## src/hdl/gnsa_pkg.sv

```systemverilog
// ----------------------------------------------------------------------------
// gnsa_pkg
// Shared types and constants for the N-dimensional gather slice address
// generator: transfer payloads, register indexes and field widths.
// ----------------------------------------------------------------------------
package gnsa_pkg;

    // tensor dimensions held in configuration
    localparam int MAX_RANK   = 4;

    // field widths
    localparam int IDX_W      = 32;
    localparam int DIM_W      = 16;
    localparam int OFF_W      = 31;
    localparam int RANK_W     = 3;
    localparam int POS_W      = 2;
    localparam int CFG_IDX_W  = 3;
    localparam int CFG_DATA_W = 16;

    // configuration register indexes
    typedef enum logic [CFG_IDX_W-1:0] {
        REG_DIM_ZERO    = 3'd0,
        REG_DIM_ONE     = 3'd1,
        REG_DIM_TWO     = 3'd2,
        REG_DIM_THREE   = 3'd3,
        REG_TENSOR_RANK = 3'd4,
        REG_TUPLE_DEPTH = 3'd5
    } cfg_reg_t;

    // one index component transfer
    typedef struct packed {
        logic signed [IDX_W-1:0] index_value;
        logic                    batch_start;
    } index_item_t;

    // one slice address transfer
    typedef struct packed {
        logic [OFF_W-1:0] source_offset;
        logic [OFF_W-1:0] dest_offset;
        logic [OFF_W-1:0] slice_length;
        logic             index_error;
    } result_item_t;

endpackage

```

## src/hdl/gather_nd_slice_address.sv

```systemverilog
// ----------------------------------------------------------------------------
// gather_nd_slice_address
// Slice address generator for an N-dimensional gather. Index components arrive
// one per transfer; each is range-checked against its dimension and multiplied
// by the row-major stride of that dimension, and the products are summed. The
// last component of a tuple produces one result: source offset (0 on error),
// destination offset (slice number times slice length), slice length and an
// error flag. The block takes one component per cycle unless a waiting result
// stalls it; a component is loaded into the input register when accepted and
// passes through the product register, and the last component of a tuple then
// loads the result register. One 16x31 multiply per component and one 31x31
// multiply per tuple sit in that path. The dimension strides are products of
// the configuration registers and are rebuilt in two registered steps after
// each configuration write.
// ----------------------------------------------------------------------------
module gather_nd_slice_address
    import gnsa_pkg::*;
(
    input  logic                  clk,
    input  logic                  rst_n,
    input  logic                  index_valid,
    output logic                  index_ready,
    input  index_item_t           index_item,
    output logic                  result_valid,
    input  logic                  result_ready,
    output result_item_t          result_item,
    input  logic                  cfg_write_en,
    input  logic [CFG_IDX_W-1:0]  cfg_index,
    input  logic [CFG_DATA_W-1:0] cfg_data
);

    // configuration
    logic [DIM_W-1:0]       dim_zero_reg;
    logic [DIM_W-1:0]       dim_one_reg;
    logic [DIM_W-1:0]       dim_two_reg;
    logic [DIM_W-1:0]       dim_three_reg;
    logic [RANK_W-1:0]      tensor_rank_reg;
    logic [RANK_W-1:0]      tuple_depth_reg;

    // derived shape
    logic [RANK_W-1:0]      rank_eff;
    logic [RANK_W-1:0]      depth_eff;
    logic [DIM_W-1:0]       ext_one;
    logic [DIM_W-1:0]       ext_two;
    logic [DIM_W-1:0]       ext_three;
    logic [2*DIM_W-1:0]     t23_full;
    logic [DIM_W+OFF_W-1:0] t1_full;
    logic [OFF_W-1:0]       t23_reg;
    logic [OFF_W-1:0]       t1_reg;

    // input stage
    logic                   v1_reg;
    logic [IDX_W-1:0]       idx1_reg;
    logic                   first1_reg;
    logic [POS_W-1:0]       pos_reg;
    logic [POS_W-1:0]       pos_cur;
    logic [DIM_W-1:0]       ext_cur;
    logic [OFF_W-1:0]       stride_cur;
    logic                   bad_cur;
    logic                   last_cur;
    logic [DIM_W+OFF_W-1:0] prod_full;
    logic [OFF_W-1:0]       prod_cur;

    // product stage
    logic                   v2_reg;
    logic [OFF_W-1:0]       prod2_reg;
    logic                   bad2_reg;
    logic                   last2_reg;
    logic                   first2_reg;
    logic [OFF_W-1:0]       offset_reg;
    logic                   tuple_bad_reg;
    logic [OFF_W-1:0]       slice_count_reg;
    logic [OFF_W-1:0]       offset_base;
    logic                   bad_base;
    logic [OFF_W-1:0]       count_base;
    logic [OFF_W-1:0]       offset_next;
    logic                   bad_next;
    logic [OFF_W-1:0]       slen_cur;
    logic [2*OFF_W-1:0]     dest_full;

    // result stage
    logic                   result_valid_reg;
    result_item_t           result_reg;
    result_item_t           result_next;

    // flow control
    logic                   out_free;
    logic                   s2_ready;
    logic                   s2_move;
    logic                   s1_ready;
    logic                   s1_move;
    logic                   accept;

    // configuration writes
    always_ff @(posedge clk or negedge rst_n)
    begin
        if (!rst_n)
        begin
            dim_zero_reg    <= DIM_W'(1);
            dim_one_reg     <= DIM_W'(1);
            dim_two_reg     <= DIM_W'(1);
            dim_three_reg   <= DIM_W'(1);
            tensor_rank_reg <= RANK_W'(1);
            tuple_depth_reg <= RANK_W'(1);
        end
        else if (cfg_write_en)
        begin
            unique case (cfg_index)
                REG_DIM_ZERO:    dim_zero_reg    <= cfg_data;
                REG_DIM_ONE:     dim_one_reg     <= cfg_data;
                REG_DIM_TWO:     dim_two_reg     <= cfg_data;
                REG_DIM_THREE:   dim_three_reg   <= cfg_data;
                REG_TENSOR_RANK: tensor_rank_reg <= cfg_data[RANK_W-1:0];
                REG_TUPLE_DEPTH: tuple_depth_reg <= cfg_data[RANK_W-1:0];
                default:         ;
            endcase
        end
    end

    // clamp rank and depth, dimensions beyond the rank count as one
    always_comb
    begin
        if (tensor_rank_reg == '0)
            rank_eff = RANK_W'(1);
        else if (tensor_rank_reg > RANK_W'(MAX_RANK))
            rank_eff = RANK_W'(MAX_RANK);
        else
            rank_eff = tensor_rank_reg;

        if (tuple_depth_reg == '0)
            depth_eff = RANK_W'(1);
        else if (tuple_depth_reg > rank_eff)
            depth_eff = rank_eff;
        else
            depth_eff = tuple_depth_reg;

        ext_one   = (rank_eff > RANK_W'(1)) ? dim_one_reg   : DIM_W'(1);
        ext_two   = (rank_eff > RANK_W'(2)) ? dim_two_reg   : DIM_W'(1);
        ext_three = (rank_eff > RANK_W'(3)) ? dim_three_reg : DIM_W'(1);
    end

    // trailing products, one multiply per register
    assign t23_full = ext_two * ext_three;
    assign t1_full  = ext_one * t23_reg;

    always_ff @(posedge clk)
    begin
        t23_reg <= t23_full[OFF_W-1:0];
        t1_reg  <= t1_full[OFF_W-1:0];
    end

    // handshake chain
    assign out_free    = !result_valid_reg || result_ready;
    assign s2_ready    = !v2_reg || !last2_reg || out_free;
    assign s2_move     = v2_reg && s2_ready;
    assign s1_ready    = !v1_reg || s2_ready;
    assign s1_move     = v1_reg && s1_ready;
    assign index_ready = s1_ready;
    assign accept      = index_valid && index_ready;

    // component check and stride product
    always_comb
    begin
        pos_cur = first1_reg ? '0 : pos_reg;

        unique case (pos_cur)
            2'd0:
            begin
                ext_cur    = dim_zero_reg;
                stride_cur = t1_reg;
            end
            2'd1:
            begin
                ext_cur    = ext_one;
                stride_cur = t23_reg;
            end
            2'd2:
            begin
                ext_cur    = ext_two;
                stride_cur = OFF_W'(ext_three);
            end
            default:
            begin
                ext_cur    = ext_three;
                stride_cur = OFF_W'(1);
            end
        endcase

        bad_cur   = idx1_reg[IDX_W-1] || (idx1_reg >= IDX_W'(ext_cur));
        last_cur  = ({1'b0, pos_cur} + RANK_W'(1)) >= depth_eff;
        prod_full = idx1_reg[DIM_W-1:0] * stride_cur;
        prod_cur  = bad_cur ? '0 : prod_full[OFF_W-1:0];
    end

    // input stage control
    always_ff @(posedge clk or negedge rst_n)
    begin
        if (!rst_n)
        begin
            v1_reg  <= 1'b0;
            pos_reg <= '0;
        end
        else
        begin
            if (s1_ready)
                v1_reg <= index_valid;
            if (s1_move)
                pos_reg <= last_cur ? '0 : pos_cur + POS_W'(1);
        end
    end

    // input stage payload
    always_ff @(posedge clk)
    begin
        if (accept)
        begin
            idx1_reg   <= index_item.index_value;
            first1_reg <= index_item.batch_start;
        end
    end

    // product stage payload
    always_ff @(posedge clk)
    begin
        if (s1_move)
        begin
            prod2_reg  <= prod_cur;
            bad2_reg   <= bad_cur;
            last2_reg  <= last_cur;
            first2_reg <= first1_reg;
        end
    end

    // accumulate and build the result
    always_comb
    begin
        offset_base = first2_reg ? '0 : offset_reg;
        bad_base    = first2_reg ? 1'b0 : tuple_bad_reg;
        count_base  = first2_reg ? '0 : slice_count_reg;
        offset_next = offset_base + prod2_reg;
        bad_next    = bad_base || bad2_reg;

        unique case (depth_eff)
            3'd1:    slen_cur = t1_reg;
            3'd2:    slen_cur = t23_reg;
            3'd3:    slen_cur = OFF_W'(ext_three);
            default: slen_cur = OFF_W'(1);
        endcase

        dest_full = count_base * slen_cur;

        result_next.source_offset = bad_next ? '0 : offset_next;
        result_next.dest_offset   = dest_full[OFF_W-1:0];
        result_next.slice_length  = slen_cur;
        result_next.index_error   = bad_next;
    end

    // tuple state and result handshake
    always_ff @(posedge clk or negedge rst_n)
    begin
        if (!rst_n)
        begin
            v2_reg           <= 1'b0;
            offset_reg       <= '0;
            tuple_bad_reg    <= 1'b0;
            slice_count_reg  <= '0;
            result_valid_reg <= 1'b0;
        end
        else
        begin
            if (s2_ready)
                v2_reg <= v1_reg;

            if (s2_move)
            begin
                if (last2_reg)
                begin
                    offset_reg      <= '0;
                    tuple_bad_reg   <= 1'b0;
                    slice_count_reg <= count_base + OFF_W'(1);
                end
                else
                begin
                    offset_reg      <= offset_next;
                    tuple_bad_reg   <= bad_next;
                    slice_count_reg <= count_base;
                end
            end

            if (s2_move && last2_reg)
                result_valid_reg <= 1'b1;
            else if (result_ready)
                result_valid_reg <= 1'b0;
        end
    end

    // result payload
    always_ff @(posedge clk)
    begin
        if (s2_move && last2_reg)
            result_reg <= result_next;
    end

    assign result_valid = result_valid_reg;
    assign result_item  = result_reg;

    // checks
    a_error_zero_source: assert property (@(posedge clk) disable iff (!rst_n)
        result_valid && result_item.index_error |-> result_item.source_offset == '0)
        else $error("error result carries a non-zero source offset");

    a_empty_ready: assert property (@(posedge clk) disable iff (!rst_n)
        !v1_reg && !v2_reg |-> index_ready)
        else $error("empty pipeline refuses a transfer");

    a_accept_fills: assert property (@(posedge clk) disable iff (!rst_n)
        index_valid && index_ready |=> v1_reg)
        else $error("accepted component lost from input stage");

    a_result_source: assert property (@(posedge clk) disable iff (!rst_n)
        $rose(result_valid) |-> $past(v2_reg && last2_reg))
        else $error("result raised without a completing tuple");

endmodule
```

## config.mk

```make
export PLATFORM = sky130hd
export DESIGN_NAME = gather_nd_slice_address
export DESIGN_NICKNAME = d
export VERILOG_FILES = /design/src/hdl/gnsa_pkg.sv /design/src/hdl/gather_nd_slice_address.sv
export SDC_FILE = /design/constraint.sdc
export NUM_CORES = 2
export LEC_CHECK = 0
export BUFFER_PORTS_ARGS = -buffer_cell sky130_fd_sc_hd__buf_4
export CAP_MARGIN = 10
export CORE_MARGIN = 5
export CORE_UTILIZATION = 60
export CTS_BUF_LIST = sky130_fd_sc_hd__clkbuf_8 sky130_fd_sc_hd__clkbuf_16
export CTS_CLUSTER_DIAMETER = 120
export DETAILED_ROUTE_END_ITERATION = 8
export PLACE_DENSITY = 0.89
export RECOVER_POWER = 100
export SETUP_SLACK_MARGIN = 0.02
export SLEW_MARGIN = 20
export SYNTH_ARGS = -nofsm -noshare
export SYNTH_HDL_FRONTEND = slang
export SYNTH_SLANG_ARGS = --single-unit
```

## constraint.sdc

```tcl
create_clock -name clk -period 9.2 [get_ports clk]
set_clock_uncertainty 0.05 [all_clocks]
set_input_delay 1.84 -clock clk [delete_from_list [all_inputs] [get_ports clk]]
set_output_delay 1.84 -clock clk [all_outputs]
set_load 0.02 [all_outputs]
```

# == After elaboration in Yosys (flattened, before gate mapping) ==
# Cells that the tools add are included.
# W data, S select, Z words.
# classes
order_cmp,7
addsub,4
multipliers,4
n_eq_ne,10
muxes,20
n_reduce_logical,25
# op_table
operator,n
$pmux W31 S3,2
$mux W31,4
$mul A16 B31 Y31,2
$mux W16,3
$pmux W16 S3,1
$ge A32 B16 Y1,1
$add A31 B1 Y31 const B,1
$add A31 B31 Y31,1
$mul A16 B16 Y31,1
$mul A31 B31 Y31,1
$eq A3 B2 Y1 const B,4
$mux W3,4
$reduce_and A2 Y1,6
$logic_not A3 Y1,3
$eq A3 B1 Y1 const B,2
$eq A3 B3 Y1 const B,2
$gt A3 B2 Y1 const B,2
$logic_or A1 B1 Y1,6
$logic_and A1 B1 Y1,4
$logic_not A1 Y1,4
$mux W1,4
$mux W2,2
$add A2 B1 Y3 const B,1
$ge A3 B3 Y1,1
8 further kinds,8
# word_totals
reg_bits,361
elab_cells,95
out_inout_bits,96
in_bits,57

# == Logic depth before layout (Yosys ltp) ==
# depth
depth_word,9
ltp_mapped,43
depth_no_buf,36

# == Worst setup path after synthesis ==
# No wires, ideal clock.
# synth_path
path_type,register to register
startpoint,reg tensor_rank_reg[2]
endpoint,reg result_reg (netlist bit result_item[61]) (data pin)
stages_incl_launch_ff,40
n_path_buf,9
t_arrival_ns,9.176
setup_slack_ns,-0.284
required_ns,8.892
setup_time_ns,0.258
period_less_slack_ns,9.484
cell_sequence,dfrtp_1 > clkbuf_1 > clkbuf_1 > clkbuf_1 > clkbuf_1 > inv_1 > ha_1 > and3_1 > a21o_4 > o21a_1 > and2_4 > buf_6 > buf_2 > nand2_1 > o21a_1 > clkbuf_1 > inv_1 > buf_1 > (+4 left out) > inv_1 > fa_1 > fa_1 > fa_1 > fa_1 > fa_1 > ha_1 > clkbuf_1 > a21o_1 > a21oi_1 > nor2b_1 > a211oi_1 > inv_1 > a41o_1 > a211oi_1 > o21bai_1 > a21oi_1 > xnor2_1
# synth_lines
item,line_no,rtl
start: declaration,gather_nd_slice_address.sv:37,logic [RANK_W-1:0] tensor_rank_reg;
start signal: assignment,gather_nd_slice_address.sv:113,REG_TENSOR_RANK: tensor_rank_reg <= cfg_data[RANK_W-1:0];
end signal: assignment,gather_nd_slice_address.sv:301,result_reg <= result_next;
end: declaration,gather_nd_slice_address.sv:83,result_item_t result_reg;

# == Worst setup path after layout ==
# layout_path
startpoint,reg tensor_rank_reg[0]
endpoint,reg result_reg (netlist bit result_item[62]) (data pin)
# layout_via
elab_chain_len,9
word_cells_on_any_way,14
cone_classes,mul: 1; order compare: 3; eq/ne: 3; mux: 6; reduce/logical: 1
# layout_lines
item,line_no,rtl
$gt A3 B3 Y1,gather_nd_slice_address.sv:125,else if (tensor_rank_reg > RANK_W'(MAX_RANK))
$mux W3,gather_nd_slice_address.sv:125,
$mux W3 (*),gather_nd_slice_address.sv:123,if (tensor_rank_reg == '0)
$gt A3 B3 Y1,gather_nd_slice_address.sv:132,else if (tuple_depth_reg > rank_eff)
$mux W3,gather_nd_slice_address.sv:132,
$mux W3,gather_nd_slice_address.sv:130,if (tuple_depth_reg == '0)
$eq A3 B2 Y1 / $eq A3 B1 Y1 (equally long branches),gather_nd_slice_address.sv:243,unique case (depth_eff)
$pmux W31 S3 (*),gather_nd_slice_address.sv:243,
$mul A31 B31 Y31 (*),gather_nd_slice_address.sv:250,dest_full = count_base * slen_cur;
named net dest_full[30],gather_nd_slice_address.sv:79,logic [2*OFF_W-1:0] dest_full;
# The timed path passes the listed nets; every way through them passes the cells marked *.
# A chain may end at the register's enable or synchronous reset.

==> metrics.md <==
| Metric | Value |
|---|---|
| Result of the run | `complete, but fails checks` |
| Violated checks | `capacitance limit, slew limit` |
| Worst hold margin | `0.414 ns` |
| Antenna violations before repair | `2` |
| Delay contributed by the slowest stage of the critical path | `0.57 ns` |
| CTS H-tree depth | `2` |
| Clock Sink Count | `361` |
| HPWL reported at the end of detailed placement | `140 mm` |
| Clk Latency, worst-skew pair | `0.67 ns` |
| Arrival @ worst endpoint | `9.34 ns` |
| Die ar. | `0.106 mm²` |
| Startpoint Class | `flip-flop` |
| First-pass GRT wire length | `284 mm` |
| Number of core rows | `115` |
| Largest net degree at the start of global routing | `119` |
| Sequential cell area fraction in the yosys report | `16.0%` |
| Slew @ Worst Pin | `4.76 ns` |
| Depth of the worst register-to-register path | `32` |
| Reg-to-reg critical path endpoint | `result_item[62]` |
| Gr usage total | `34.4%` |
| Post-synth ARST share | `38.2%` |
| Netlist cell types | `85` |
| Number of synthesis warnings | `0` |
| Die outline width | `325 µm` |
| Vias in the first global route | `51500` |
| Critical-path top delay cell | `sky130_fd_sc_hd__dfstp_2` |
| Post-route clock period utilization | `97.7%` |
| Max-slew violation count | `396` |
| Highest net fanout along the worst path | `9` |
| Commonest cells after routing, fill and taps aside | `1193 x sky130_fd_sc_hd__inv_1, 1154 x sky130_fd_sc_hd__fa_1, 1135 x sky130_fd_sc_hd__nand2_1` |
| Achievable Freq | `111 MHz` |
| Internal reg-to-reg setup slack | `0.21 ns` |
| Min-Delay Endpoint | `offset_reg[0]` |
| WP data required | `9.55 ns` |
| Antenna Violating Nets Remaining | `0` |
| Core box area | `0.0984 mm²` |
| Number of DRC markers after the initial detailed-route iteration | `5128` |
| Element type at the critical path end | `flip-flop` |
| Worst max-slew margin expressed relative to the limit | `-217%` |
| Total vias in the final route | `47600` |
| Placement-stage cell area | `0.0627 mm²` |
| Number of enable flip-flop cells after synthesis | `161` |
| Clock tree from TritonCTS | `yes` |
| Most repeated library cell on the critical path | `sky130_fd_sc_hd__xnor2_1` |
| Number of flip-flops in the largest register | `94` |
| Post-synth design cell area | `0.0596 mm²` |
| Port buffer count | `152` |
| Most frequent standard cell in the layout excluding fill and tap cells | `sky130_fd_sc_hd__inv_1` |
| Layout filler cell count | `7382` |
| Mean area per synthesized cell | `9.32 µm²` |
| Root buffer cell | `sky130_fd_sc_hd__clkbuf_16` |
| Layout overhead on the synthesized area | `7.56%` |
| Final net count | `8096` |
| Nets in the synthesized netlist | `8006` |
| Final-report hold violation count | `0` |
| Post-detailed-route via-to-cell ratio | `6.09` |
| Height of the chip | `325 µm` |
| Maximum Capacitance Violations | `9` |
| Synthesized instance count | `6391` |
| Buffer levels on the longest clock path | `3` |
| Unrepaired setup endpoints after global routing | `no` |
| Count of endpoints failing setup in the final report | `0` |
| Source of the worst hold timing path | `offset_reg[0]` |
| Final non-filler cell area | `0.0641 mm²` |
| Number of buffers created by CTS | `46` |
| Total routed wirelength | `182 mm` |
| Weighted congestion reported at the end of routability-driven placement | `1.03` |
| Flip-flop and latch count after synthesis | `361` |
| Path type of the worst min-delay path | `reg2reg` |
| Total negative slack | `0 ns` |
| Number of buffers inserted by hold repair at cts | `0` |
| Clock-pin slew reported for the worst setup and hold paths after clock tree synthesis | `0.06 ns` |
| Count of boundary I/O pins | `153` |
| Number of design rule violations left after detail routing | `0` |
| Startpoint of the worst register-to-register path | `tensor_rank_reg[0]` |
| Post-synth top flop | `sky130_fd_sc_hd__edfxtp_1` |
| Routed length per instance | `23.3 µm` |
| Depth of the worst hold-timing path | `2` |
| Initial Util | `60.5%` |
| Count of TritonRoute iterations in the first routing pass | `7` |
| WS Path Type | `reg2reg` |
| Post-layout min period | `8.99 ns` |
| Overflow left after global routing | `0` |
| Share of final-layout standard cells stronger than drive strength 1 | `7.19%` |
-- per-stage QoR --
stage / cells / setup WS, ns / util (%)
final: 7808 / 0.215 / 65.1
after floorplan: 6391 / 0.0712 / -
after detailed placement: 7696 / -0.119 / 63.7
after global routing: 7806 / 0.0170 / 65.1
after global placement: 7696 / 0.131 / 63.7
after CTS: 7782 / 0.0201 / 65.2
-- worst max-delay path, delay by kind of cell, from the launching register on --
| family | cells | cell delay [ns] |
|---|---|---|
| AO/OA/AOI/OAI | 4 | 0.97 |
| flip-flops | 1 | 0.57 |
| adder cells (fa/ha/maj) | 9 | 4.15 |
| AND/OR/NAND/NOR | 3 | 0.54 |
| buffers and inverters | 5 | 0.42 |
| XOR/XNOR | 11 | 2.04 |
-- kinds of logic after synthesis --
group                      Yosys count  share of synthesized area (%)
AOI/OAI and AO/OA                  522                           6.14
and+or+nand+nor                   2075                           15.5
DFF                                361                           16.0
buffers and inverters             1529                           9.69
xor gates and xnor gates           277                           4.09
adders and majority gates         1558                           47.3
muxes                               69                           1.30
-- area by class of cell --
type	instances	area, µm²	area share, %
multi-input combinational	4504	44500	69.4
tap	1287	1610	2.51
timing repair buffer	375	2470	3.86
sequential	361	9540	14.9
clock buffer	51	1220	1.90
clock inverter	35	304	0.474
antenna	2	5.00	0.00781
inverter	1193	4480	6.99
-- worst max path at each step --
stage / endpoint / from / cells past startpoint
after floorplan: result_item[61] / tensor_rank_reg[2] / 39
after global placement: result_item[62] / tensor_rank_reg[0] / 30
after detailed placement: result_item[62] / tensor_rank_reg[0] / 30
after CTS: result_item[62] / tensor_rank_reg[0] / 31
after global routing: result_item[61] / tensor_rank_reg[0] / 34
final: result_item[62] / tensor_rank_reg[0] / 32
-- timing repair --
item	CTS	global route
buffers inserted	0	16
resized for setup	2	40
cloned	0	5
pin swaps	0	18
endpoints found under the setup margin	4	13
-- cells in the mapped netlist (6+ instances only) --
cell type	instances	area (µm²)
sky130_fd_sc_hd__a211oi_1	11	82.6
sky130_fd_sc_hd__a21o_1	75	563
sky130_fd_sc_hd__a21oi_1	128	641
sky130_fd_sc_hd__a221oi_1	13	114
sky130_fd_sc_hd__a222oi_1	15	150
sky130_fd_sc_hd__a22o_1	35	307
sky130_fd_sc_hd__a22oi_1	31	233
sky130_fd_sc_hd__a31o_2	6	52.6
sky130_fd_sc_hd__and2_1	158	988
sky130_fd_sc_hd__and3_1	203	1270
sky130_fd_sc_hd__buf_1	24	90.1
sky130_fd_sc_hd__buf_2	9	45.0
sky130_fd_sc_hd__clkbuf_1	297	1110
sky130_fd_sc_hd__dfrtp_1	132	3300
sky130_fd_sc_hd__dfstp_2	6	158
sky130_fd_sc_hd__dfxtp_1	62	1240
sky130_fd_sc_hd__edfxtp_1	161	4830
sky130_fd_sc_hd__fa_1	1154	23100
sky130_fd_sc_hd__ha_1	404	5050
sky130_fd_sc_hd__inv_1	1185	4450
sky130_fd_sc_hd__mux2_2	68	766
sky130_fd_sc_hd__nand2_1	1136	4260
sky130_fd_sc_hd__nand2b_1	33	206
sky130_fd_sc_hd__nand3_1	49	245
sky130_fd_sc_hd__nand4_1	9	56.3
sky130_fd_sc_hd__nor2_1	335	1260
sky130_fd_sc_hd__nor2b_1	82	513
sky130_fd_sc_hd__nor3_1	23	115
sky130_fd_sc_hd__nor4_1	6	37.5
sky130_fd_sc_hd__o211ai_1	6	45.0
sky130_fd_sc_hd__o21a_1	22	165
sky130_fd_sc_hd__o21ai_0	74	370
sky130_fd_sc_hd__o21ai_1	6	30.0
sky130_fd_sc_hd__o21bai_1	31	233
sky130_fd_sc_hd__o31ai_1	14	105
sky130_fd_sc_hd__or2_2	16	100
sky130_fd_sc_hd__xnor2_1	196	1720
sky130_fd_sc_hd__xor2_1	80	701
-- layer usage --
layer / vias to the layer above / wire length (µm) / global-route usage (%)
met3: 972 / 24300 / 10.2
li1: 19700 / - / -
met5: - / 0 / 0
met4: 0 / 14800 / 21.8
met2: 3497 / 81900 / 54.4
met1: 23400 / 61300 / 41.6
Power is left out: the tool's default activity adds up to more than one toggle a clock period on the data nets, which glitch-free logic cannot reach.
